**src/hdl/pse_pkg.sv**
```systemverilog
// Package for the postfix stack evaluator.
// Holds shared widths, ASCII codes, status and operation codes.
// No dependencies.
package pse_pkg;

    localparam int DATA_W          = 32;
    localparam int SYM_W           = 8;
    localparam int STATUS_W        = 3;
    localparam int ITER_W          = $clog2(DATA_W);
    localparam int STACK_DEPTH_DEF = 128;

    localparam logic [SYM_W-1:0] ASCII_ZERO  = 8'h30;
    localparam logic [SYM_W-1:0] ASCII_NINE  = 8'h39;
    localparam logic [SYM_W-1:0] ASCII_PLUS  = 8'h2B;
    localparam logic [SYM_W-1:0] ASCII_MINUS = 8'h2D;
    localparam logic [SYM_W-1:0] ASCII_STAR  = 8'h2A;
    localparam logic [SYM_W-1:0] ASCII_SLASH = 8'h2F;

    typedef enum logic [STATUS_W-1:0] {
        ST_OK        = 3'd0,
        ST_OVERFLOW  = 3'd1,
        ST_UNDERFLOW = 3'd2,
        ST_INVALID   = 3'd3,
        ST_DIVZERO   = 3'd4
    } status_t;

    typedef enum logic [1:0] {
        OP_ADD = 2'd0,
        OP_SUB = 2'd1,
        OP_MUL = 2'd2,
        OP_DIV = 2'd3
    } op_t;

endpackage

```
**src/hdl/pse_sym_if.sv**
```systemverilog
// Input channel of the postfix stack evaluator: one character per transaction.
// Depends on pse_pkg.
interface pse_sym_if;
    import pse_pkg::*;

    logic             valid;
    logic             ready;
    logic [SYM_W-1:0] symbol;
    logic             last_symbol;

    modport source (output valid, symbol, last_symbol, input ready);
    modport sink   (input valid, symbol, last_symbol, output ready);
endinterface

```
**src/hdl/pse_res_if.sv**
```systemverilog
// Result channel of the postfix stack evaluator: value and status per transaction.
// Depends on pse_pkg.
interface pse_res_if;
    import pse_pkg::*;

    logic                     valid;
    logic                     ready;
    logic signed [DATA_W-1:0] value;
    logic [STATUS_W-1:0]      status;

    modport source (output valid, value, status, input ready);
    modport sink   (input valid, value, status, output ready);
endinterface

```
**src/hdl/postfix_stack_evaluator.sv**
```systemverilog
// Postfix stack evaluator: digits push, + - * / pop two and push one; result on last char.
// Last state: digit/error/ignored S_IDLE, + - S_EXEC, * S_ITER, / S_FIX via S_DABS, S_ITER.
// Multiply and divide iterate 32 times through the single shared 33-bit adder.
// Result register loads at the finishing edge; input is held off while a result waits.
// Reset (rst_n low, async) empties the stack, clears error and result; stack RAM not cleared.
// Depends on pse_pkg, pse_sym_if, pse_res_if.
module postfix_stack_evaluator #(
    parameter int STACK_DEPTH = pse_pkg::STACK_DEPTH_DEF
) (
    input  logic     clk,
    input  logic     rst_n,
    pse_sym_if.sink  symbols,
    pse_res_if.source results
);
    import pse_pkg::*;

    localparam int AW = (STACK_DEPTH > 1) ? $clog2(STACK_DEPTH) : 1;
    localparam int CW = $clog2(STACK_DEPTH + 1);

    typedef enum logic [4:0] {
        S_IDLE = 5'b00001,
        S_EXEC = 5'b00010,
        S_DABS = 5'b00100,
        S_ITER = 5'b01000,
        S_FIX  = 5'b10000
    } state_t;

    // entries below the top; the top itself lives in tos_reg
    logic [DATA_W-1:0] stack_mem [STACK_DEPTH];
    logic [DATA_W-1:0] rd_data_reg;

    state_t            state_reg, state_next;
    logic [CW-1:0]     count_reg, count_next;
    status_t           err_reg, err_next;
    logic              out_valid_reg, out_valid_next;
    logic [ITER_W-1:0] iter_reg, iter_next;

    logic [DATA_W-1:0] tos_reg, tos_next;
    logic [DATA_W-1:0] wa_reg, wa_next;
    logic [DATA_W-1:0] wb_reg, wb_next;
    logic [DATA_W-1:0] wq_reg, wq_next;
    op_t               op_reg, op_next;
    logic              last_reg, last_next;
    logic              neg_reg, neg_next;
    logic [DATA_W-1:0] out_value_reg, out_value_next;
    status_t           out_status_reg, out_status_next;

    logic [DATA_W-1:0] add_a, add_b;
    logic              add_sub;
    logic [DATA_W:0]   add_sum;

    logic              mem_we;
    logic [CW-1:0]     count_m1, count_m2;
    logic [AW-1:0]     wr_addr, rd_addr;

    logic              accept;
    logic              done_now;
    logic              fin;
    logic [DATA_W-1:0] fin_res;
    logic [DATA_W-1:0] shifted;
    logic [SYM_W-1:0]  sym_off;
    status_t           end_status;

    // shared unit; carry out high on subtract means a >= b
    assign add_sum = {1'b0, add_a} + {1'b0, (add_sub ? ~add_b : add_b)}
                     + {{DATA_W{1'b0}}, add_sub};

    assign count_m1 = count_reg - CW'(1);
    assign count_m2 = count_reg - CW'(2);
    assign wr_addr  = count_m1[AW-1:0];
    assign rd_addr  = count_m2[AW-1:0];

    // a result still held blocks input so a finishing item always finds the slot free
    assign symbols.ready  = (state_reg == S_IDLE) && !(out_valid_reg && !results.ready);
    assign accept         = symbols.valid && symbols.ready;
    assign results.valid  = out_valid_reg;
    assign results.value  = $signed(out_value_reg);
    assign results.status = out_status_reg;
    assign sym_off        = symbols.symbol - ASCII_ZERO;

    always_comb
    begin
        state_next      = state_reg;
        count_next      = count_reg;
        err_next        = err_reg;
        iter_next       = iter_reg;
        tos_next        = tos_reg;
        wa_next         = wa_reg;
        wb_next         = wb_reg;
        wq_next         = wq_reg;
        op_next         = op_reg;
        last_next       = last_reg;
        neg_next        = neg_reg;
        out_valid_next  = out_valid_reg && !results.ready;
        out_value_next  = out_value_reg;
        out_status_next = out_status_reg;
        add_a           = '0;
        add_b           = '0;
        add_sub         = 1'b0;
        mem_we          = 1'b0;
        done_now        = 1'b0;
        fin             = 1'b0;
        fin_res         = '0;
        shifted         = {wa_reg[DATA_W-2:0], wq_reg[DATA_W-1]};
        end_status      = ST_OK;

        unique case (state_reg)
            S_IDLE:
            begin
                if (accept)
                begin
                    done_now  = 1'b1;
                    last_next = symbols.last_symbol;
                    if (err_reg == ST_OK)
                    begin
                        if (symbols.symbol >= ASCII_ZERO && symbols.symbol <= ASCII_NINE)
                        begin
                            if (count_reg == CW'(STACK_DEPTH))
                            begin
                                err_next = ST_OVERFLOW;
                            end
                            else
                            begin
                                mem_we     = (count_reg != '0);
                                tos_next   = {{(DATA_W-4){1'b0}}, sym_off[3:0]};
                                count_next = count_reg + CW'(1);
                            end
                        end
                        else if (count_reg < CW'(2))
                        begin
                            err_next = ST_UNDERFLOW;
                        end
                        else
                        begin
                            // lhs read issued this edge from rd_addr
                            unique case (symbols.symbol)
                                ASCII_PLUS:
                                begin
                                    op_next    = OP_ADD;
                                    state_next = S_EXEC;
                                    done_now   = 1'b0;
                                end
                                ASCII_MINUS:
                                begin
                                    op_next    = OP_SUB;
                                    state_next = S_EXEC;
                                    done_now   = 1'b0;
                                end
                                ASCII_STAR:
                                begin
                                    op_next    = OP_MUL;
                                    state_next = S_EXEC;
                                    done_now   = 1'b0;
                                end
                                ASCII_SLASH:
                                begin
                                    if (tos_reg == '0)
                                    begin
                                        err_next = ST_DIVZERO;
                                    end
                                    else
                                    begin
                                        op_next    = OP_DIV;
                                        state_next = S_EXEC;
                                        done_now   = 1'b0;
                                    end
                                end
                                default:
                                begin
                                    err_next = ST_INVALID;
                                end
                            endcase
                        end
                    end
                    if (done_now && symbols.last_symbol)
                    begin
                        end_status = err_next;
                        if (err_next == ST_OK && count_next == '0)
                        begin
                            end_status = ST_UNDERFLOW;
                        end
                        out_valid_next  = 1'b1;
                        out_status_next = end_status;
                        out_value_next  = (end_status == ST_OK) ? tos_next : '0;
                        count_next      = '0;
                        err_next        = ST_OK;
                    end
                end
            end
            S_EXEC:
            begin
                unique case (op_reg)
                    OP_ADD:
                    begin
                        add_a   = rd_data_reg;
                        add_b   = tos_reg;
                        fin     = 1'b1;
                        fin_res = add_sum[DATA_W-1:0];
                    end
                    OP_SUB:
                    begin
                        add_a   = rd_data_reg;
                        add_b   = tos_reg;
                        add_sub = 1'b1;
                        fin     = 1'b1;
                        fin_res = add_sum[DATA_W-1:0];
                    end
                    OP_MUL:
                    begin
                        wa_next    = '0;
                        wb_next    = rd_data_reg;
                        wq_next    = tos_reg;
                        iter_next  = '0;
                        state_next = S_ITER;
                    end
                    OP_DIV:
                    begin
                        // dividend magnitude now, divisor magnitude next cycle
                        add_b      = rd_data_reg;
                        add_sub    = 1'b1;
                        wq_next    = rd_data_reg[DATA_W-1] ? add_sum[DATA_W-1:0] : rd_data_reg;
                        wb_next    = tos_reg;
                        neg_next   = rd_data_reg[DATA_W-1] ^ tos_reg[DATA_W-1];
                        state_next = S_DABS;
                    end
                    default:
                    begin
                        state_next = S_IDLE;
                    end
                endcase
            end
            S_DABS:
            begin
                add_b      = wb_reg;
                add_sub    = 1'b1;
                wb_next    = wb_reg[DATA_W-1] ? add_sum[DATA_W-1:0] : wb_reg;
                wa_next    = '0;
                iter_next  = '0;
                state_next = S_ITER;
            end
            S_ITER:
            begin
                iter_next = iter_reg + ITER_W'(1);
                if (op_reg == OP_MUL)
                begin
                    // shift-add on the low word
                    add_a   = wa_reg;
                    add_b   = wb_reg;
                    wa_next = wq_reg[0] ? add_sum[DATA_W-1:0] : wa_reg;
                    wb_next = {wb_reg[DATA_W-2:0], 1'b0};
                    wq_next = {1'b0, wq_reg[DATA_W-1:1]};
                    if (iter_reg == ITER_W'(DATA_W - 1))
                    begin
                        fin     = 1'b1;
                        fin_res = wa_next;
                    end
                end
                else
                begin
                    // restoring divide: wa remainder, wq dividend shifting into quotient
                    add_a   = shifted;
                    add_b   = wb_reg;
                    add_sub = 1'b1;
                    wa_next = add_sum[DATA_W] ? add_sum[DATA_W-1:0] : shifted;
                    wq_next = {wq_reg[DATA_W-2:0], add_sum[DATA_W]};
                    if (iter_reg == ITER_W'(DATA_W - 1))
                    begin
                        state_next = S_FIX;
                    end
                end
            end
            S_FIX:
            begin
                add_b   = wq_reg;
                add_sub = 1'b1;
                fin     = 1'b1;
                fin_res = neg_reg ? add_sum[DATA_W-1:0] : wq_reg;
            end
            default:
            begin
                state_next = S_IDLE;
            end
        endcase

        if (fin)
        begin
            tos_next   = fin_res;
            count_next = count_m1;
            state_next = S_IDLE;
            if (last_reg)
            begin
                out_valid_next  = 1'b1;
                out_value_next  = fin_res;
                out_status_next = ST_OK;
                count_next      = '0;
            end
        end
    end

    always_ff @(posedge clk or negedge rst_n)
    begin
        if (!rst_n)
        begin
            state_reg     <= S_IDLE;
            count_reg     <= '0;
            err_reg       <= ST_OK;
            out_valid_reg <= 1'b0;
            iter_reg      <= '0;
        end
        else
        begin
            state_reg     <= state_next;
            count_reg     <= count_next;
            err_reg       <= err_next;
            out_valid_reg <= out_valid_next;
            iter_reg      <= iter_next;
        end
    end

    always_ff @(posedge clk)
    begin
        tos_reg        <= tos_next;
        wa_reg         <= wa_next;
        wb_reg         <= wb_next;
        wq_reg         <= wq_next;
        op_reg         <= op_next;
        last_reg       <= last_next;
        neg_reg        <= neg_next;
        out_value_reg  <= out_value_next;
        out_status_reg <= out_status_next;
    end

    always_ff @(posedge clk)
    begin
        if (mem_we)
        begin
            stack_mem[wr_addr] <= tos_reg;
        end
        rd_data_reg <= stack_mem[rd_addr];
    end

    a_count_bound: assert property (@(posedge clk) disable iff (!rst_n)
        count_reg <= CW'(STACK_DEPTH))
        else $error("stack count beyond depth");

    a_busy_no_error: assert property (@(posedge clk) disable iff (!rst_n)
        state_reg != S_IDLE |-> err_reg == ST_OK && count_reg >= CW'(2))
        else $error("operator in flight with error or short stack");

    a_error_zero_value: assert property (@(posedge clk) disable iff (!rst_n)
        out_valid_reg && out_status_reg != ST_OK |-> out_value_reg == '0)
        else $error("error result with nonzero value");

    a_iter_op: assert property (@(posedge clk) disable iff (!rst_n)
        state_reg == S_ITER || state_reg == S_DABS |-> op_reg == OP_MUL || op_reg == OP_DIV)
        else $error("iteration entered for add or subtract");

endmodule

```
**src/flat_wrapper.sv**
```systemverilog
// flat-port wrapper written by rule: the top's interface ports become plain ports
module postfix_stack_evaluator_flat import pse_pkg::*;
#(
    parameter int STACK_DEPTH = pse_pkg::STACK_DEPTH_DEF
)
  (clk, rst_n, symbols_valid, symbols_symbol, symbols_last_symbol, symbols_ready, results_valid, results_value, results_status, results_ready);
  pse_sym_if symbols_i ();
  pse_res_if results_i ();
  input  logic clk;
  input  logic rst_n;
  input wire logic [$bits(symbols_i.valid)-1:0] symbols_valid;
  input wire logic [$bits(symbols_i.symbol)-1:0] symbols_symbol;
  input wire logic [$bits(symbols_i.last_symbol)-1:0] symbols_last_symbol;
  output wire logic [$bits(symbols_i.ready)-1:0] symbols_ready;
  output wire logic [$bits(results_i.valid)-1:0] results_valid;
  output wire logic [$bits(results_i.value)-1:0] results_value;
  output wire logic [$bits(results_i.status)-1:0] results_status;
  input wire logic [$bits(results_i.ready)-1:0] results_ready;
  assign symbols_i.valid = symbols_valid;
  assign symbols_i.symbol = symbols_symbol;
  assign symbols_i.last_symbol = symbols_last_symbol;
  assign symbols_ready = symbols_i.ready;
  assign results_valid = results_i.valid;
  assign results_value = results_i.value;
  assign results_status = results_i.status;
  assign results_i.ready = results_ready;
  postfix_stack_evaluator #(.STACK_DEPTH(STACK_DEPTH)) u_core (.clk(clk), .rst_n(rst_n), .symbols(symbols_i), .results(results_i));
endmodule
```
**config.mk**
```make
export PLATFORM = sky130hd
export DESIGN_NAME = postfix_stack_evaluator_flat
export DESIGN_NICKNAME = d
export VERILOG_FILES = /design/src/hdl/pse_pkg.sv /design/src/hdl/pse_sym_if.sv /design/src/hdl/pse_res_if.sv /design/src/hdl/postfix_stack_evaluator.sv /design/src/flat_wrapper.sv
export SDC_FILE = /design/constraint.sdc
export NUM_CORES = 2
export LEC_CHECK = 0
export CORE_MARGIN = 2
export CORE_UTILIZATION = 40
export CTS_BUF_LIST = sky130_fd_sc_hd__clkbuf_4 sky130_fd_sc_hd__clkbuf_8
export DETAILED_ROUTE_END_ITERATION = 10
export DONT_BUFFER_PORTS = 1
export MAX_ROUTING_LAYER = met4
export RECOVER_POWER = 25
export SLEW_MARGIN = 20
export SYNTH_ARGS = -nofsm -noshare
export SYNTH_HDL_FRONTEND = slang
export SYNTH_SLANG_ARGS = --single-unit
```
**constraint.sdc**
```tcl
create_clock -name clk -period 12.7 [get_ports clk]
set_input_delay 2.54 -clock clk [delete_from_list [all_inputs] [get_ports clk]]
set_output_delay 2.54 -clock clk [all_outputs]
set_load 0.005 [all_outputs]
```
==> results.toml <==
[status]
status = "finished with violations"
violations = "capacitance limit, slew limit"

[placement]
dp_cells = 13500
placed_area_um2 = 180000
place.gp.congestion = 0.951
port_buffers = 0
dp_hpwl_um = 269000

[critical_path]
endpoint_kind = "flip-flop"
crit_family = "buffers and inverters"
max_stage_delay_ns = 2.95
path_cells = "clkbuf_1 > a22oi_1 > nor2_1 > xnor2_1 > o22ai_1 > ha_1 > and2_0 > and3_1 > a31oi_1 > o21ai_1 > o221a_2 > buf_4 > mux2_2 > a31o_2"
crit_type = "flip-flop to flip-flop"
crit_buf_inv = 2
critPathLaunchType = "flip-flop"
required_ns = 13.69
cp_slowest_cell = "clkbuf_1"
crit_path_max_fanout = 68
cp.arrival_ns = 8.89

[clock_network]
htree_levels = 6
cts_buffer_depth = 4
clk-insertion-delay-late_ns = 1.24
cts_buffers = 678
ctsHoldBuffers = 0
clk_pin_slew_ns = 0.06
root_buffer = "clkbuf_8"
cts.repair.resized = 0
cts_tree = "done"
clock-sinks = 4317
post_cts_buffers = 0

[timing]
fmax_mhz = 127
post-route-period-util_pct = 62.2
finalSetupViolations = 0
period_minus_slack_ns = 7.90
hold_ws_ns = 0.495
worst_pin_slew_ns = 7.10
drv_slew = 2439
fin_skew_ns = 0.104
maxSlewHeadroom_pct = -373
hold_violations = 0
fin_setup_tns_ns = 0
rsz0062_at_grt = "no"

[flow_run]
maxCapViolCount = 36

[finish]
syn_to_final_growth_pct = 12.8
seqCellArea_um2 = 129000
largest_reg_flops = 4096
fin_cells = 14700
fill_cells = 35400
drive_above_1_share_pct = 31.7
multiInputGateArea_um2 = 41700
nets = 8525
design_area_um2 = 193000
regMostFlops = "u_core.stack_mem"

[logic_synthesis]
yosysTopAreaCell = "edfxtp_1"
yosysTopAreaCellShare_pct = 74.1
synth_edf_count = 4228
synthTopCellsByCount = "4228 x edfxtp_1, 1280 x mux4_2, 369 x nand2_1, 331 x clkbuf_1, 273 x nor2_1"
syn_avg_cell_area_um2 = 21.5
syn-num-nets = 8023
ys_ff_latch = 4317
ys_seq_area_share_pct = 75.2
synth.most_common_cell = "edfxtp_1"
syn_inst = 7971
async_reset_ff_share_pct = 0.510
synth.area.top_cells = "edfxtp_1 74%, mux4_2 17%, mux2i_1 0.95%, nand2_1 0.81%, dfxtp_1 0.78%"
synth.distinct_cells = 76
ys.warnings.count = 0
yosys_most_used_dff = "edfxtp_1"
synth_area_um2 = 171000

[drt]
wl_per_cell_um = 31.5
drtIter0Drc = 11400
vias = 86200
routed_wl_um = 462000
ant_nets = 0
drcViolationCount = 0
dr.pass1.iters = 10
via_per_inst = 5.87

[global_route]
grt_usage_pct = 21.6
overflow = 0
antenna_found_initial = 21
grt_pass1_wl_um = 651000
grt_max_degree = 131
grt_pass1_vias = 86600

[worst_hold_path]
hold_path_class = "flip-flop to flip-flop"

[power]
total_power_mw = 28.5
max-vdd-ir-drop_mv = 0.107
power.density_nw_per_um2 = 147
p_leak_nw = 59.1

[floorplan]
ioPinCount = 50
die_w_um = 658
core-area_um2 = 427000
num_rows = 240
initial_core_util_pct = 40.1
die_y_um = 658
die-area_um2 = 433000
through the flow:
step	setup slack, ns	util (%)
after floorplan	6.79	-
after global placement	5.68	42.2
after detailed placement	5.55	42.2
after CTS	5.89	45.2
after global routing	4.21	45.3
final	4.80	45.3
path summary, 6_finish.rpt:
path	start	slack, ns	to	cells past startpoint
setup reg to reg	u_core.tos_reg[21]$_DFFE_PP_	4.80	u_core.wa_reg[2]$_SDFFCE_PP0P_	14
setup / recovery	u_core.tos_reg[21]$_DFFE_PP_	4.80	u_core.wa_reg[2]$_SDFFCE_PP0P_	14
hold reg to reg	u_core.results.value[17]$_DFF_P_	0.49	u_core.results.value[17]$_DFF_P_	2
min in group asynchronous	rst_n	1.00	u_core.iter_reg[0]$_DFFE_PN0P_	0
hold / removal	u_core.results.value[17]$_DFF_P_	0.49	u_core.results.value[17]$_DFF_P_	2
max in group asynchronous	rst_n	11.48	u_core.state_reg[0]$_DFFE_PN1P_	0
cell usage in the layout, fill, tap and decap left out, types with 33 or more instances in the layout:
cell type,Yosys,routed
a21o_1,36,36
nor2_1,273,138
nand2_1,369,362
clkinv_1,1,146
edfxtp_1,4228,4228
buf_4,1,230
a21oi_1,184,184
o211ai_1,49,49
mux4_2,1280,1280
clkinv_2,0,76
dfxtp_1,67,66
xor2_1,36,33
a31oi_1,36,36
ha_1,38,37
clkbuf_1,331,36
o21ai_0,168,168
clkbuf_8,0,698
mux2i_1,162,162
nor2_4,0,130
mux2_2,80,80
clkbuf_4,0,218
a211oi_1,72,72
nand3_1,42,38
routing by layer:
layer | part of all wire (%) | global-route usage, %
met1 | 41 | 30.4
met4 | 3.6 | 7.41
met2 | 46 | 31.7
met5 | 0 | -
met3 | 9.4 | 4.21
cell families (layout without fill, tap and decap cells):
| group | Yosys count | in the layout | synth area share (%) |
|---|---|---|---|
| simple gates | 815 | 815 | 2.02 |
| buf+inv | 496 | 1520 | 1.09 |
| fa+ha+maj | 39 | 39 | 0.289 |
| xor+xnor | 62 | 62 | 0.321 |
| flops | 4317 | 4317 | 75.2 |
| compound gates | 719 | 719 | 2.74 |
| other cells | 0 | 11 | 0 |
| mux | 1523 | 1523 | 18.3 |
report_power, final:
part | switching, mW | leakage (nW) | internal (mW)
sequential | 0.191 | 38.8 | 15.8
clock | 5.41 | 6.93 | 6.03
combinational | 0.751 | 13.4 | 0.259
worst reg2reg max path: cells and delay by family (launching register included):
| kind | cells | cell delay [ns] |
|---|---|---|
| compound gates | 6 | 1.92 |
| simple gates | 3 | 1.01 |
| mux | 1 | 0.41 |
| fa+ha+maj | 1 | 0.42 |
| buf+inv | 2 | 3.41 |
| xor+xnor | 1 | 0.18 |
| flops | 1 | 0.32 |
final cells by class:
type	instances	share of cell area [%]
Tap cell	5687	3.68
Multi-Input combinational cell	3158	21.6
Clock buffer	916	5.82
Inverter	28	0.0544
Sequential cell	4317	66.7
Antenna cell	11	0.0142
Clock inverter	286	0.937
Timing Repair Buffer	290	1.21
Note: power is estimated with default switching activity, not from simulation.
